==> config.mk <==
export PLATFORM = sky130hd
export DESIGN_NAME = csv_line_tokenizer_flat
export DESIGN_NICKNAME = d
export VERILOG_FILES = /design/src/rtl/csv_tok_pkg.sv /design/src/rtl/csv_tok_if.sv /design/src/rtl/csv_tok_core.sv /design/src/rtl/csv_tok_outq.sv /design/src/rtl/csv_line_tokenizer.sv /design/src/flat_wrapper.sv
export SDC_FILE = /design/constraint.sdc
export NUM_CORES = 1
export LEC_CHECK = 0
export BUFFER_PORTS_ARGS = -buffer_cell sky130_fd_sc_hd__buf_4
export CELL_PAD_IN_SITES_DETAIL_PLACEMENT = 1
export CELL_PAD_IN_SITES_GLOBAL_PLACEMENT = 1
export CORE_ASPECT_RATIO = 1.4
export CORE_UTILIZATION = 45
export CTS_CLUSTER_DIAMETER = 30
export DETAILED_ROUTE_END_ITERATION = 10
export PLACE_DENSITY = 0.72
export SLEW_MARGIN = 40
export SYNTH_ARGS = -nofsm -noshare
export SYNTH_HDL_FRONTEND = slang
export SYNTH_HIERARCHICAL = 1
export SYNTH_SLANG_ARGS = --single-unit
==> constraint.sdc <==
create_clock -name clk -period 8.75 [get_ports clk]
set_input_delay 2.625 -clock clk [delete_from_list [all_inputs] [get_ports clk]]
set_output_delay 2.625 -clock clk [all_outputs]
set_load 0.01 [all_outputs]
==> src/rtl/csv_tok_pkg.sv <==
// types, character codes and helpers shared by the csv line tokenizer
// no dependencies
`timescale 1ns / 1ps
`default_nettype none

package csv_tok_pkg;

  localparam logic [7:0] CH_QUOTE = 8'h22;
  localparam logic [7:0] CH_COMMA = 8'h2C;
  localparam logic [7:0] CH_DOT   = 8'h2E;

  localparam int QDEPTH = 4;
  localparam int QAW    = $clog2(QDEPTH);
  localparam int QCW    = $clog2(QDEPTH + 1);

  typedef enum logic [1:0] {
    KIND_TEXT    = 2'd0,
    KIND_INTEGER = 2'd1,
    KIND_DECIMAL = 2'd2
  } kind_t;

  typedef struct packed {
    logic [7:0] out_byte;
    logic       is_field_end;
    logic [1:0] field_kind;
    logic       record_end;
  } res_t;

  // results produced by one accepted byte, first slot delivered first
  typedef struct packed {
    logic [1:0] cnt;
    res_t       first;
    res_t       second;
  } push_t;

  function automatic kind_t kind_of(input logic quoted, input logic has_dot);
    kind_t k;
    if (quoted) begin
      k = KIND_TEXT;
    end else if (has_dot) begin
      k = KIND_DECIMAL;
    end else begin
      k = KIND_INTEGER;
    end
    return k;
  endfunction

  function automatic res_t content_res(input logic [7:0] b);
    res_t r;
    r.out_byte     = b;
    r.is_field_end = 1'b0;
    r.field_kind   = KIND_TEXT;
    r.record_end   = 1'b0;
    return r;
  endfunction

  function automatic res_t field_end_res(input kind_t k);
    res_t r;
    r.out_byte     = 8'h00;
    r.is_field_end = 1'b1;
    r.field_kind   = k;
    r.record_end   = 1'b0;
    return r;
  endfunction

endpackage

`default_nettype wire

==> src/rtl/csv_tok_if.sv <==
// handshake channels of the csv line tokenizer: byte input and result output
// no dependencies
`timescale 1ns / 1ps
`default_nettype none

interface csv_tok_in_if;
  logic       valid;
  logic       ready;
  logic [7:0] in_byte;
  logic       end_of_line;

  modport source (output valid, output in_byte, output end_of_line, input ready);
  modport sink (input valid, input in_byte, input end_of_line, output ready);
endinterface

interface csv_tok_out_if;
  logic       valid;
  logic       ready;
  logic [7:0] out_byte;
  logic       is_field_end;
  logic [1:0] field_kind;
  logic       record_end;

  modport source (output valid, output out_byte, output is_field_end,
                  output field_kind, output record_end, input ready);
  modport sink (input valid, input out_byte, input is_field_end,
                input field_kind, input record_end, output ready);
endinterface

`default_nettype wire

==> src/rtl/csv_tok_core.sv <==
// quoting and field state of the tokenizer, one byte per accepted transaction
// depends on csv_tok_pkg
`timescale 1ns / 1ps
`default_nettype none

module csv_tok_core (
  input  wire logic                clk,
  input  wire logic                rst_n,
  input  wire logic                accept,
  input  wire logic [7:0]          in_byte,
  input  wire logic                end_of_line,
  output csv_tok_pkg::push_t       push
);
  import csv_tok_pkg::*;

  logic inside_quotes_r, inside_quotes_nxt;
  logic quote_pending_r, quote_pending_nxt;
  logic field_was_quoted_r, field_was_quoted_nxt;
  logic field_has_dot_r, field_has_dot_nxt;
  logic field_nonempty_r, field_nonempty_nxt;

  logic is_quote, is_comma, is_dot;
  logic consumed, inq;
  logic have_a, have_b;
  res_t res_a, res_b;
  logic q1, d1, ne1;
  logic [1:0] n;

  assign is_quote = (in_byte == CH_QUOTE);
  assign is_comma = (in_byte == CH_COMMA);
  assign is_dot   = (in_byte == CH_DOT);

  always_comb begin
    consumed = quote_pending_r && is_quote;
    inq      = (quote_pending_r && !is_quote) ? 1'b0 : inside_quotes_r;
    inside_quotes_nxt = inq;
    quote_pending_nxt = 1'b0;
    q1    = field_was_quoted_r;
    d1    = field_has_dot_r;
    ne1   = field_nonempty_r;
    have_a = 1'b0;
    res_a  = content_res(in_byte);
    have_b = 1'b0;
    res_b  = field_end_res(KIND_TEXT);

    // byte step
    if (consumed) begin
      have_a = 1'b1;
      ne1    = 1'b1;
    end else if (is_quote) begin
      if (inq) begin
        if (end_of_line) begin
          inside_quotes_nxt = 1'b0;
        end else begin
          quote_pending_nxt = 1'b1;
        end
      end else begin
        inside_quotes_nxt = 1'b1;
        q1 = 1'b1;
      end
    end else if (!inq && is_comma) begin
      have_a = 1'b1;
      res_a  = field_end_res(kind_of(field_was_quoted_r, field_has_dot_r));
      q1  = 1'b0;
      d1  = 1'b0;
      ne1 = 1'b0;
    end else begin
      have_a = 1'b1;
      ne1    = 1'b1;
      d1     = field_has_dot_r | is_dot;
    end

    field_was_quoted_nxt = q1;
    field_has_dot_nxt    = d1;
    field_nonempty_nxt   = ne1;

    // line end closes the field and clears all state
    if (end_of_line) begin
      if (ne1 || q1) begin
        have_b = 1'b1;
        res_b  = field_end_res(kind_of(q1, d1));
        res_b.record_end = 1'b1;
      end else begin
        res_a.record_end = 1'b1;
      end
      inside_quotes_nxt    = 1'b0;
      quote_pending_nxt    = 1'b0;
      field_was_quoted_nxt = 1'b0;
      field_has_dot_nxt    = 1'b0;
      field_nonempty_nxt   = 1'b0;
    end

    n = {1'b0, have_a} + {1'b0, have_b};
    push.cnt    = accept ? n : 2'd0;
    push.first  = have_a ? res_a : res_b;
    push.second = res_b;
  end

  always_ff @(posedge clk) begin
    if (!rst_n) begin
      inside_quotes_r    <= 1'b0;
      quote_pending_r    <= 1'b0;
      field_was_quoted_r <= 1'b0;
      field_has_dot_r    <= 1'b0;
      field_nonempty_r   <= 1'b0;
    end else if (accept) begin
      inside_quotes_r    <= inside_quotes_nxt;
      quote_pending_r    <= quote_pending_nxt;
      field_was_quoted_r <= field_was_quoted_nxt;
      field_has_dot_r    <= field_has_dot_nxt;
      field_nonempty_r   <= field_nonempty_nxt;
    end
  end

endmodule

`default_nettype wire

==> src/rtl/csv_tok_outq.sv <==
// result queue: takes up to two results a cycle, hands out one per transaction
// depends on csv_tok_pkg
`timescale 1ns / 1ps
`default_nettype none

module csv_tok_outq (
  input  wire logic                clk,
  input  wire logic                rst_n,
  input  csv_tok_pkg::push_t       push,
  output logic                     room,
  output logic                     head_valid,
  output csv_tok_pkg::res_t        head,
  input  wire logic                pop
);
  import csv_tok_pkg::*;

  res_t             mem_r [QDEPTH];
  logic [QAW-1:0]   wr_ptr_r, wr_ptr_nxt;
  logic [QAW-1:0]   rd_ptr_r, rd_ptr_nxt;
  logic [QCW-1:0]   count_r, count_nxt;
  logic [QAW-1:0]   wr_ptr_1;
  logic             do_pop;

  // two free entries needed for the worst case push
  assign room       = (count_r <= QCW'(QDEPTH - 2));
  assign head_valid = (count_r != '0);
  assign head       = mem_r[rd_ptr_r];
  assign do_pop     = pop && head_valid;
  assign wr_ptr_1   = wr_ptr_r + QAW'(1);

  always_comb begin
    wr_ptr_nxt = wr_ptr_r + QAW'(push.cnt);
    rd_ptr_nxt = rd_ptr_r + QAW'(do_pop);
    count_nxt  = count_r + QCW'(push.cnt) - QCW'(do_pop);
  end

  always_ff @(posedge clk) begin
    if (!rst_n) begin
      wr_ptr_r <= '0;
      rd_ptr_r <= '0;
      count_r  <= '0;
    end else begin
      wr_ptr_r <= wr_ptr_nxt;
      rd_ptr_r <= rd_ptr_nxt;
      count_r  <= count_nxt;
    end
  end

  always_ff @(posedge clk) begin
    if (push.cnt != 2'd0) begin
      mem_r[wr_ptr_r] <= push.first;
    end
    if (push.cnt == 2'd2) begin
      mem_r[wr_ptr_1] <= push.second;
    end
  end

endmodule

`default_nettype wire

==> src/rtl/csv_line_tokenizer.sv <==
// csv line tokenizer: one byte per cycle in, content bytes and field-end markers out
// a result is written to the result queue when its byte is taken, then offered on out_ch
// one byte per cycle while ready; a byte with two results gives two transactions
// in_ch.ready drops while the four-entry result queue has fewer than two free slots
// reset (rst_n low, synchronous) clears quoting state and empties the queue
`timescale 1ns / 1ps
`default_nettype none

module csv_line_tokenizer (
  input  wire logic     clk,
  input  wire logic     rst_n,
  csv_tok_in_if.sink    in_ch,
  csv_tok_out_if.source out_ch
);
  import csv_tok_pkg::*;

  logic  room;
  logic  accept;
  logic  head_valid;
  res_t  head;
  push_t push;

  assign in_ch.ready = room;
  assign accept      = in_ch.valid && room;

  csv_tok_core u_core (
    .clk         (clk),
    .rst_n       (rst_n),
    .accept      (accept),
    .in_byte     (in_ch.in_byte),
    .end_of_line (in_ch.end_of_line),
    .push        (push)
  );

  csv_tok_outq u_outq (
    .clk        (clk),
    .rst_n      (rst_n),
    .push       (push),
    .room       (room),
    .head_valid (head_valid),
    .head       (head),
    .pop        (out_ch.ready)
  );

  assign out_ch.valid        = head_valid;
  assign out_ch.out_byte     = head.out_byte;
  assign out_ch.is_field_end = head.is_field_end;
  assign out_ch.field_kind   = head.field_kind;
  assign out_ch.record_end   = head.record_end;

endmodule

`default_nettype wire

==> src/flat_wrapper.sv <==
// flat-port wrapper written by rule: the top's interface ports become plain ports
module csv_line_tokenizer_flat import csv_tok_pkg::*;
  (clk, rst_n, in_ch_valid, in_ch_in_byte, in_ch_end_of_line, in_ch_ready, out_ch_valid, out_ch_out_byte, out_ch_is_field_end, out_ch_field_kind, out_ch_record_end, out_ch_ready);
  csv_tok_in_if in_ch_i ();
  csv_tok_out_if out_ch_i ();
  input  wire logic clk;
  input  wire logic rst_n;
  input wire logic [$bits(in_ch_i.valid)-1:0] in_ch_valid;
  input wire logic [$bits(in_ch_i.in_byte)-1:0] in_ch_in_byte;
  input wire logic [$bits(in_ch_i.end_of_line)-1:0] in_ch_end_of_line;
  output wire logic [$bits(in_ch_i.ready)-1:0] in_ch_ready;
  output wire logic [$bits(out_ch_i.valid)-1:0] out_ch_valid;
  output wire logic [$bits(out_ch_i.out_byte)-1:0] out_ch_out_byte;
  output wire logic [$bits(out_ch_i.is_field_end)-1:0] out_ch_is_field_end;
  output wire logic [$bits(out_ch_i.field_kind)-1:0] out_ch_field_kind;
  output wire logic [$bits(out_ch_i.record_end)-1:0] out_ch_record_end;
  input wire logic [$bits(out_ch_i.ready)-1:0] out_ch_ready;
  assign in_ch_i.valid = in_ch_valid;
  assign in_ch_i.in_byte = in_ch_in_byte;
  assign in_ch_i.end_of_line = in_ch_end_of_line;
  assign in_ch_ready = in_ch_i.ready;
  assign out_ch_valid = out_ch_i.valid;
  assign out_ch_out_byte = out_ch_i.out_byte;
  assign out_ch_is_field_end = out_ch_i.is_field_end;
  assign out_ch_field_kind = out_ch_i.field_kind;
  assign out_ch_record_end = out_ch_i.record_end;
  assign out_ch_i.ready = out_ch_ready;
  csv_line_tokenizer u_core (.clk(clk), .rst_n(rst_n), .in_ch(in_ch_i), .out_ch(out_ch_i));
endmodule
==> results of run 1 <==
## per-stage QoR
step | cells | hold slack (ns) | setup slack (ns)
2_1_floorplan | 248 | 0.452 | 3.09
3_3_place_gp | 350 | 0.504 | 2.80
3_5_place_dp | 351 | 0.510 | 2.79
4_1_cts | 367 | 0.525 | 3.16
5_1_grt | 367 | 0.574 | 3.03
6_report | 367 | 0.510 | 3.17
## layout make-up
type / count / area, um2
well taps: 97 / 121
clock buffers: 14 / 183
clock inverters: 2 / 7.51
multi-input cells: 157 / 1690
flip-flops and latches: 60 / 1680
inverters: 8 / 30.0
repair buffers: 29 / 218
fillers: 754 / 3570
## cells in the final DEF, fill, tap and decap left out, types with 6 or more instances in the layout
cell       n
edfxtp_1  48
buf_4     29
mux2_4    28
clkbuf_8  13
mux4_2    12
and2_1    11
nor2_1    11
dfxtp_1   11
mux2_2    10
mux2_1    10
conb_1     9
inv_1      7
nand2b_1   6
## worst reg2reg max path, cell delays in order, from the launching register on
cell and delay, ns:
dfxtp_1 0.35, or4b_4 0.58, a2bb2oi_1 0.17, o21ai_1 0.25, inv_1 0.15, ha_1 0.30
and2_1 0.27, nand4b_2 0.68, o31ai_4 0.44
## routing by layer
layer,up-vias,wire (um)
met1,1028,2930
li1,953,-
met3,10,110
met4,0,136
met2,21,3990
met5,-,0
## power by group through the flow
stage | clock (mW) | sequential, mW | combinational, mW
after global placement | 0 | 0.398 | 0.230
after CTS | 0.242 | 0.394 | 0.237
final | 0.235 | 0.392 | 0.234
after detailed placement | 0 | 0.401 | 0.237
after global routing | 0.251 | 0.399 | 0.254
after floorplan | 0 | 0.372 | 0.183
## registers in the layout, summed over array words and instances (netlist names)
name and flops:
u_core/u_outq/mem_r 48, u_core/u_outq/wr_ptr_r 2, u_core/u_core/inside_quotes_r 1, u_core/u_outq/count_r 3, u_core/u_core/field_has_dot_r 1, u_core/u_outq/rd_ptr_r 2, u_core/u_core/quote_pending_r 1, u_core/u_core/field_nonempty_r 1
u_core/u_core/field_was_quoted_r 1
## logic make-up after synthesis
family	count (synthesis)	synth area share
mux	64	0.270
flops	60	0.476
other cells	2	0.00212
compound gates	22	0.0485
fa+ha+maj	5	0.0198
xor+xnor	2	0.0127
simple gates	55	0.113
buf+inv	31	0.0577
## path summary, 6_finish.rpt
path / startpoint / to / cells past startpoint / slack, ns
hold reg to reg: u_core/u_core/field_nonempty_r$_SDFFE_PN0P_ / u_core/u_core/field_nonempty_r$_SDFFE_PN0P_ / 2 / 0.51
hold / removal: u_core/u_core/field_nonempty_r$_SDFFE_PN0P_ / u_core/u_core/field_nonempty_r$_SDFFE_PN0P_ / 2 / 0.51
setup reg to reg: u_core/u_core/quote_pending_r$_SDFFE_PN0P_ / u_core/u_outq/mem_r[0][9]$_DFFE_PP_ / 8 / 5.21
setup / recovery: in_ch_in_byte[2] / u_core/u_outq/mem_r[0][9]$_DFFE_PP_ / 9 / 3.17
==> results.ini, run 1 <==
[run_status]
outcome = completed

[synthesis]
yosysUniqueCellTypes = 57
synthTopCellsByArea = edfxtp_1, mux2_4, mux4_2
synth_common_cells = edfxtp_1, mux2_4, dfxtp_1, mux4_2
synthCells = 241
synth.largest_area_cell = edfxtp_1
synth-main-ff-cell = edfxtp_1
synth_most_common_cell = edfxtp_1
async_reset_ff_frac = 0
ys_seq_area_frac = 0.476
yosysWarnings = 6
syn_avg_cell_area_um2 = 14.7
netlist.area_leader.share = 0.408
ys_ff_latch = 60
synth_edf_count = 48
mappedNetlistArea_mm2 = 0.00353

[cts]
cts.path.max_buffers = 2
cts_resized = 0
clock-sinks = 60
clk_pin_slew_ns = 0.06
root_buffer = clkbuf_8
cts_tree = done
htreeDepth = 3
insertion_delay_ns = 0.34
post_cts_buffers = 0
numCtsBuffers = 9
postCtsHoldBufs = 0

[sta]
slew_violations = 0
finalSetupViolCount = 0
period_minus_slack_ns = 5.58
tns_ns = 0
tightest_slew_ns = 0.751
hold_viol = 0
fin_crit_sh = 0.637
clock.fmax_mhz = 179
rsz0062_at_grt = false
clock_skew_ns = 0.00539
slew_headroom = 0.499

[power_and_ir_drop]
switching_share = 0.279
vdd_drop_max_mv = 0.104
p_total_mw = 0.861
internal_power_mw = 0.621
powerDensity_mw_per_mm2 = 219
clkPwrFrac = 0.272
seqPwrFrac = 0.456
p_switching_mw = 0.240
leakagePower_nw = 1.50
pwr-share-comb = 0.272

[grt]
use_met2 = 0.351
grt_pass1_wl_um = 11400
met3_usage = 0.0332
gr-usage-all-layers = 0.193
first_global_vias = 2107
grt_antenna_before_repair = 0
grt.busiest_layer = met2
grt-ovfl-total = 0
grtUsageMet1 = 0.218
grt_max_degree = 16

[drt]
drc = 0
wl_per_cell_um = 19.5
via_per_inst = 5.48
vias = 2012
antenna_left = 0
firstDrtPassIters = 4
drt_iter0_drc = 58
routed_wl_um = 7160

[final_layout]
area_growth_pct = 11.3
fin_nets = 283
fin_area_mm2 = 0.00393
drive_above_1_share = 0.396
final_util = 0.524
num_antenna_cells = 0

[floorplanning]
num_rows = 37
dieArea_mm2 = 0.00822
initial_utilization = 0.471
die_h_um = 107
ios = 27
die_x_um = 76.9
core_area_mm2 = 0.00750

[run]
drv_cap = 0

[setup_path]
cp.required_ns = 8.72
crit_type = input port to register
cpPeakStageDelay_ns = 0.67
crit_buf_inv = 2
critPathLaunchType = input port
cp_slowest_cell = nand4b_2
crit_chain = buf_4, or4b_4, a2bb2oi_1, o21ai_1, inv_1, ha_1, and2_1, nand4b_2, o31ai_4
arrival_ns = 5.54
critPathTopFamily = simple AND/OR/NAND/NOR gates
critPathMaxFanout = 13
worst_setup_path_end_kind = register

[placed_design]
placed_area_mm2 = 0.00374
finalWeightedCongestion = 0.874
dpl.hpwl_um = 5150
io_buffers = 26

[worst_hold_path]
hold_class = register to register

No activity file was read; power rests on OpenSTA's default activity.
==> run 2, diff against run 1 <==
==> constraint.sdc (replaced) <==
create_clock -name clk -period 5.6 [get_ports clk]
set_input_delay 1.68 -clock clk [delete_from_list [all_inputs] [get_ports clk]]
set_output_delay 1.68 -clock clk [all_outputs]
set_load 0.01 [all_outputs]
==> run 2 against run 1 <==
Against the previous run: die area unchanged; sequential share of layout area increased by 0.25 points; clock-buffer cell count shrank 1; first-iteration DRC count is 6.9% higher; global-route usage barely moved; via count fell by 0.75%; clock power grew 34%; critical path depth unchanged; setup slack worse by 2.0 ns; cell count grew 0.54%; non-clock buffer count grew 2; critical path type unchanged; highest routed layer unchanged.
==> results.ini, run 2 (same netlist as run 1, synthesis figures left out) <==
[setup_path]
cp.required_ns = 5.60  ; was 8.72 ns
worst_setup_path_end_kind = register  ; unchanged
critPathMaxFanout = 13  ; unchanged
arrival_ns = 4.45  ; was 5.54 ns
crit_type = input port to register  ; unchanged
cp_slowest_cell = and4bb_4  ; was nand4b_2
critPathLaunchType = input port  ; unchanged
cpPeakStageDelay_ns = 0.59  ; was 0.67 ns
crit_chain = buf_4, or4b_4, a2bb2oi_1, o21ai_1, inv_1, ha_1, and2_1, and4bb_4, a21o_2  ; was buf_4, or4b_4, a2bb2oi_1, o21ai_1, inv_1, ha_1, and2_1, nand4b_2, o31ai_4

[cts]
clk_pin_slew_ns = 0.06  ; about the same
cts.path.max_buffers = 2  ; unchanged
post_cts_buffers = 0  ; unchanged
cts_resized = 0  ; unchanged
postCtsHoldBufs = 0  ; unchanged
clock-sinks = 60  ; unchanged
htreeDepth = 3  ; unchanged
numCtsBuffers = 9  ; unchanged
insertion_delay_ns = 0.34  ; about the same
cts_tree = done  ; unchanged
root_buffer = clkbuf_8  ; unchanged

[grt]
first_global_vias = 2139  ; was 2,107
grt_antenna_before_repair = 0  ; unchanged
grt_max_degree = 16  ; unchanged
grt-ovfl-total = 0  ; unchanged
grt_pass1_wl_um = 11200  ; was 11,400 um
gr-usage-all-layers = 0.193  ; about the same

[sta]
fin_crit_sh = 0.796
setup_ws_ns = 1.14  ; was 3.17 ns
slew_violations = 0  ; unchanged
slew_headroom = 0.504  ; was 0.499
clock.fmax_mhz = 224
period_minus_slack_ns = 4.46
tightest_slew_ns = 0.742  ; was 0.751 ns
clock_skew_ns = 0.0112  ; was 0.00539 ns
hold_viol = 0  ; unchanged
finalSetupViolCount = 0  ; unchanged
rsz0062_at_grt = false  ; unchanged
tns_ns = 0  ; unchanged

[power_and_ir_drop]
powerDensity_mw_per_mm2 = 331  ; was 219 mW/mm2
vdd_drop_max_mv = 0.165  ; was 0.104 mV
leakagePower_nw = 1.49  ; was 1.50 nW

[drt]
drt_iter0_drc = 62  ; was 58
firstDrtPassIters = 4  ; unchanged
via_per_inst = 5.41  ; was 5.48
drc = 0  ; unchanged
wl_per_cell_um = 19.3  ; was 19.5 um
routed_wl_um = 7100  ; was 7160 um
antenna_left = 0  ; unchanged
vias = 1997  ; was 2,012

[worst_hold_path]
hold_class = register to register  ; unchanged

[floorplanning]
dieArea_mm2 = 0.00822  ; unchanged
ios = 27  ; unchanged
core_area_mm2 = 0.00750  ; unchanged
die_h_um = 107  ; unchanged
num_rows = 37  ; unchanged
die_x_um = 76.9  ; unchanged
initial_utilization = 0.471  ; unchanged

[final_layout]
drive_above_1_share = 0.393  ; was 0.396
final_cell_mix = edfxtp_1, buf_4, mux2_4  ; unchanged
num_antenna_cells = 0  ; unchanged
top_regs = u_core/u_outq/mem_r x48, u_core/u_outq/count_r x3  ; unchanged
top_register = u_core/u_outq/mem_r  ; unchanged
fin_nets = 285  ; was 283
mostFrequentLayoutCell = edfxtp_1  ; unchanged
area_growth_pct = 10.6  ; was 11.3%
largest_reg_flops = 48  ; unchanged
fin_area_mm2 = 0.00391  ; was 0.00393 mm2

[placed_design]
placed_area_mm2 = 0.00376  ; was 0.00374 mm2
io_buffers = 26  ; unchanged
dpl.hpwl_um = 5170  ; was 5150 um
finalWeightedCongestion = 0.813  ; was 0.874
place_ws_ns = 0.798  ; was 2.79 ns

[run_status]
outcome = completed  ; unchanged

[run]
drv_cap = 0  ; unchanged

-- run 2: cell types whose count changed in the layout (fill, tap and decap cells not counted) --
| cell | change |
|---|---|
| buf_4 | +2 |
| clkbuf_1 | +3 |
| clkbuf_8 | -4 |
| clkinv_1 | -1 |
| clkinv_2 | +2 |
-- run 2: critical path: cells and delay by family --
kind | cells | cell delay, ns
AO/OA/AOI/OAI | 3 | 0.78
AND/OR/NAND/NOR | 3 | 1.41
adder cells (fa/ha/maj) | 1 | 0.30
buffers and inverters | 2 | 0.27
-- run 2: path summary, 6_finish.rpt --
check / endpoint / from / slack (ns) / cells after the start
worst max-delay path: u_core/u_outq/mem_r[2][2]$_DFFE_PP_ / in_ch_in_byte[2] / 1.14 / 9
worst min-delay path: u_core/u_core/field_nonempty_r$_SDFFE_PN0P_ / u_core/u_core/field_nonempty_r$_SDFFE_PN0P_ / 0.54 / 2
worst max register to register: u_core/u_outq/mem_r[2][2]$_DFFE_PP_ / u_core/u_core/quote_pending_r$_SDFFE_PN0P_ / 2.20 / 8
worst min register to register: u_core/u_core/field_nonempty_r$_SDFFE_PN0P_ / u_core/u_core/field_nonempty_r$_SDFFE_PN0P_ / 0.54 / 2
-- run 2: layout make-up --
type,instances,area [um2]
fillers,771,3590
multi-input cells,157,1690
flip-flops and latches,60,1680
repair buffers,31,233
clock buffers,13,139
well taps,97,121
inverters,8,30.0
clock inverters,3,13.8
-- run 2: power by group --
part / switching [mW] / total, mW / internal (mW)
Sequential: 0.0580 / 0.612 / 0.554
Combinational: 0.157 / 0.369 / 0.212
Clock: 0.156 / 0.314 / 0.158
Total: 0.371 / 1.29 / 0.924
-- run 2: per-stage QoR --
stage	util	power [mW]	std cells	hold WS (ns)
after floorplan	-	0.866	248	0.452
after global placement	0.499	0.983	353	0.509
after detailed placement	0.501	0.999	353	0.521
after CTS	0.521	1.32	369	0.536
after global routing	0.521	1.36	369	0.577
final	0.521	1.29	369	0.538
-- run 2: routing by layer --
metal	vias to the layer above	GRT usage	routed length (um)	part of all wire
met4	0	0.140	255	0.036
met5	-	0	0	0
met2	37	0.341	3820	0.54
met3	20	0.0315	162	0.023
li1	956	-	-	-
met1	984	0.208	2870	0.40
